==> config.mk <==
export PLATFORM = sky130hd
export DESIGN_NAME = gpsp_sqrt
export DESIGN_NICKNAME = d
export VERILOG_FILES = /design/src/design/gpsp_sqrt.sv
export SDC_FILE = /design/constraint.sdc
export NUM_CORES = 2
export LEC_CHECK = 0
export BUFFER_PORTS_ARGS = -buffer_cell sky130_fd_sc_hd__buf_2
export CORE_MARGIN = 1.5
export CORE_UTILIZATION = 45
export DETAILED_ROUTE_END_ITERATION = 12
export PLACE_DENSITY_LB_ADDON = 0.12
export SYNTH_ARGS = -nofsm -noshare
export SYNTH_HDL_FRONTEND = slang
export SYNTH_SLANG_ARGS = --single-unit
export TNS_END_PERCENT = 10
==> constraint.sdc <==
create_clock -name clk -period 3.6 [get_ports clk]
set_input_delay 0.18 -clock clk [delete_from_list [all_inputs] [get_ports clk]]
set_output_delay 0.18 -clock clk [all_outputs]
set_load 0.01 [all_outputs]
==> src/design/gpsp_sqrt.sv <==
module gpsp_sqrt #(
  parameter int RAD_W  = 64,
  parameter int SIDE_W = 1
) (
  input  logic                  clk,
  input  logic                  rst,
  input  logic                  en,
  input  logic                  in_valid,
  input  logic [RAD_W-1:0]      radicand,
  input  logic [SIDE_W-1:0]     side_in,
  output logic                  out_valid,
  output logic [RAD_W/2-1:0]    root,
  output logic [SIDE_W-1:0]     side_out
);

  localparam int ROOT_W = RAD_W / 2;

  // One result bit per stage, most significant first
  logic [RAD_W-1:0]  rem  [1:ROOT_W];
  logic [ROOT_W-1:0] rt   [1:ROOT_W];
  logic [SIDE_W-1:0] side [1:ROOT_W];
  logic              vld  [1:ROOT_W];

  for (genvar k = 0; k < ROOT_W; k++) begin : g_stage
    localparam int BIT = ROOT_W - 1 - k;
    logic [RAD_W-1:0]  rem_in;
    logic [RAD_W-1:0]  trial;
    logic [ROOT_W-1:0] rt_in;
    logic [SIDE_W-1:0] side_k;
    logic              v_in;
    logic              take;

    if (k == 0) begin : g_first
      assign rem_in = radicand;
      assign rt_in  = '0;
      assign side_k = side_in;
      assign v_in   = in_valid;
    end else begin : g_next
      assign rem_in = rem[k];
      assign rt_in  = rt[k];
      assign side_k = side[k];
      assign v_in   = vld[k];
    end

    // (r + 2^b)^2 - r^2 = r*2^(b+1) + 2^(2b)
    assign trial = (RAD_W'(rt_in) << (BIT + 1)) | (RAD_W'(1) << (2 * BIT));
    assign take  = rem_in >= trial;

    always_ff @(posedge clk) begin
      if (rst) begin
        vld[k+1] <= 1'b0;
      end else if (en) begin
        vld[k+1] <= v_in;
      end
    end

    always_ff @(posedge clk) begin
      if (en) begin
        rem[k+1]  <= take ? rem_in - trial : rem_in;
        rt[k+1]   <= take ? (rt_in | (ROOT_W'(1) << BIT)) : rt_in;
        side[k+1] <= side_k;
      end
    end
  end

  assign out_valid = vld[ROOT_W];
  assign root      = rt[ROOT_W];
  assign side_out  = side[ROOT_W];

endmodule

==> results_dict.tcl <==
set metrics [dict create \
    synth_top_family_by_area "simple AND/OR/NAND/NOR gates" \
    required_ns 4.22 \
    fin_ws_ns -0.0696 \
    cts_buffer_depth 4 \
    insertion_delay_ns 0.92 \
    die_y_um 526 \
    grt_usage_pct 23.0 \
    fin_skew_ns 0.0783 \
    power_density_nw_per_um2 641 \
    critPathMaxFanout 6 \
    dp_slack_ns -0.209 \
    cp_common_cell "buf_4" \
    rows 191 \
    initial_core_util_pct 45.4 \
    netlist_area_um2 123000 \
    dp.cells 13655 \
    yosysUniqueCellTypes 97 \
    drcViolationCount 0 \
    grt_first_pass_wirelength_um 489000 \
    synth_ff_type "edfxtp_1" \
    setup_viol 11 \
    core_um2 271000 \
    drtIter0Drc 7543 \
    cpMaxStageDelayCell "nor4_1" \
    synth_compound_area_share_pct 9.21 \
    die_w_um 526 \
    postSynthCellCount 9723 \
    ir_drop_mv 0.414 \
    routabilityCongestion 0.925 \
    cts_buffers 291 \
    max_freq_mhz 273 \
    drt.antenna.violating_nets 0 \
    period_minus_slack_ns 3.67 \
    hold_viol 0 \
    pin_count 103 \
    synth.ff_latch_count 2576 \
    viasPerCell 5.61 \
    violations "negative setup slack" \
    fin_cells 14326 \
    utilization_pct 52.7 \
    grt_antenna_before_repair 14 \
    routedWlPerCell_um 22.7 \
    yosys.area.top_type_share_pct 62.8 \
    grt_pass1_vias 78517 \
    layout.nets 11142 \
    yosys.area_share.simple_pct 12.3 \
    drt-total-wl_um 325000 \
    ys_seq_area_share_pct 62.8 \
    dp_hpwl_um 245000 \
    crit_type "reg2reg" \
    relSlewSlack_pct 19.2 \
    yosys_warnings 0 \
    io_buffers 102 \
    synthArstFlopShare_pct 0 \
    postSynthAreaPerCell_um2 12.7 \
    cts_tree "yes" \
    syn_to_final_growth_pct 16.1 \
    arrival_ns 4.29 \
    synthAdderAreaFrac_pct 5.67 \
    synth-edff-count 2576 \
    end_kind "flop" \
    worst_slew_pin_slew_ns 1.21 \
    synth_xor_area_share_pct 6.23 \
    hold_path_class "in2reg" \
    drv_cap 0 \
    finalCritPeriodShare_pct 102 \
    clock_tree.root_cell "clkbuf_16" \
    vias 80359 \
    yosysTopAreaCell "edfxtp_1" \
    postSynthNetCount 10350 \
    path_cells "nor4_1 -> nand3_1 -> nor4_4 -> buf_4 -> nor3b_2 -> and3_1 -> o21a_1 -> buf_4 -> a2111oi_4 -> buf_6 -> nand4b_1 -> xnor2_1" \
    drt_pre_antenna_iters 6 \
    power_leakage_nw 54.3 \
    clkTransAtPathRegs_ns 0.06 \
    rsz0062_at_grt "yes" \
    die_area_um2 277000 \
    critPathLaunchType "flop" \
    cts_max_level 5 \
    synth_area_leaders "edfxtp_1 (63%), ha_1 (5.7%), xnor2_1 (3.9%)" \
    crit_path_max_incr_delay_ns 0.61 \
    status "finished with violations" \
    gr-total-overflow 0 \
    clock-sinks 2576 \
    finalMaxSlewViolations 0 \
    synthMuxAreaShare_pct 1.03 \
    layout-drive-gt1-share_pct 11.8 \
    grt_max_degree 114 \
]
## flip-flops by register name, indices dropped and copies added, names as in the netlist
register	flops
side	32
rt	528
rem	1984
vld	32
## Yosys cell counts (54+ instances only)
cell	instances
nor3_1	241
a31oi_1	54
and2_1	72
or3_1	123
mux2_2	102
xnor2_1	542
and3_1	62
nor2b_1	72
nand4_1	184
ha_1	558
o21a_1	100
o21ai_0	347
a21o_1	260
nand2b_1	93
nor2_1	660
nor4_1	348
nand3_1	193
edfxtp_1	2576
nand2_1	517
or4_1	60
clkbuf_1	170
inv_1	705
xor2_1	335
a21oi_1	634
## area by class of cell
type | count | area (µm²)
Sequential cell | 2576 | 77400
Tap cell | 3570 | 4470
Timing Repair Buffer | 706 | 5950
Fill cell | 23080 | 128000
Inverter | 708 | 2660
Multi-Input combinational cell | 6232 | 42900
Antenna cell | 9 | 22.5
Clock inverter | 184 | 2050
Clock buffer | 341 | 7660
## final timing paths
| path | slack, ns | startpoint | cells past startpoint | endpoint |
|---|---|---|---|---|
| max reg2reg | -0.07 | rem[0][1540]$_DFFE_PP_ | 12 | rem[0][1651]$_DFFE_PP_ |
| max | -0.07 | rem[0][1540]$_DFFE_PP_ | 12 | rem[0][1651]$_DFFE_PP_ |
| min | 0.26 | radicand[62] | 4 | rem[0][126]$_DFFE_PP_ |
| min reg2reg | 0.41 | side[0][17]$_DFFE_PP_ | 0 | side[0][18]$_DFFE_PP_ |
## layer usage
| metal | GRT usage (%) | vias to the layer above | part of all wire, % |
|---|---|---|---|
| li1 | - | 38166 | - |
| met1 | 32.6 | 39664 | 45 |
| met3 | 2.75 | 422 | 5.1 |
| met2 | 37.7 | 2099 | 47 |
| met4 | 5.47 | 8 | 2.2 |
| met5 | 0 | - | 0.016 |
## kinds of logic (layout without fill, tap and decap cells)
kind of cell	after synthesis	after routing
compound gates	1806	1806
xor+xnor	877	877
fa+ha+maj	558	558
buf+inv	915	1939
flops	2576	2576
mux	113	113
other cells	0	9
simple gates	2878	2878
## per-stage QoR
step	hold slack [ns]	setup TNS (ns)	power [mW]	instance area, µm²
after floorplan	0.279	0	53.8	123000
after global placement	0.360	-0.608	61.4	131000
after detailed placement	0.359	-1.25	61.5	131000
after CTS	0.181	0	92.2	143000
after global routing	0.275	-0.613	95.9	143000
final	0.263	-0.559	91.7	143000
## power by group
| group | internal (mW) | leakage, nW | switching [mW] |
|---|---|---|---|
| clock network | 17.9 | 4.68 | 12.3 |
| logic | 8.78 | 24.8 | 11.3 |
| registers | 38.1 | 24.8 | 3.26 |
## cell usage in the layout, fill, tap and decap left out, types with 50 or more instances in the layout
master	netlist	final
xor2_1	335	335
and2_1	72	72
clkbuf_16	0	300
mux2_2	102	102
nand4_1	184	184
xnor2_1	542	542
nand3_1	193	192
a31oi_1	54	54
inv_1	705	705
nor2_1	660	660
buf_4	0	422
o21ai_0	347	341
edfxtp_1	2576	2576
and3_1	62	62
o21bai_1	52	51
nor2b_1	72	71
ha_1	558	550
nand2b_1	93	93
dlygate4sd3_1	0	134
nor4_1	348	336
nand2_1	517	516
buf_2	15	101
nor3_1	241	235
a21o_1	260	260
clkinv_1	1	50
or4_1	60	59
a21oi_1	634	629
or3_1	123	122
o21a_1	100	100
## critical path, delay by kind of cell, from the launching register on
family,cells,cell delay [ns]
AOI/OAI and AO/OA,2,0.51
and+or+nand+nor,6,1.69
buffers and inverters,3,0.52
DFF,1,0.54
xor gates and xnor gates,1,0.14
## timing repair
| item | CTS | global route |
|---|---|---|
| gates resized for setup | 3 | 86 |
| endpoints found under the setup margin | 11 | 302 |
| hold endpoints to repair | 148 | 0 |
| gates cloned | 0 | 1 |
| buffers inserted | 0 | 2 |
| pin swaps | 0 | 7 |
| hold buffers | 134 | 0 |
(Power assumes the default switching activity.)
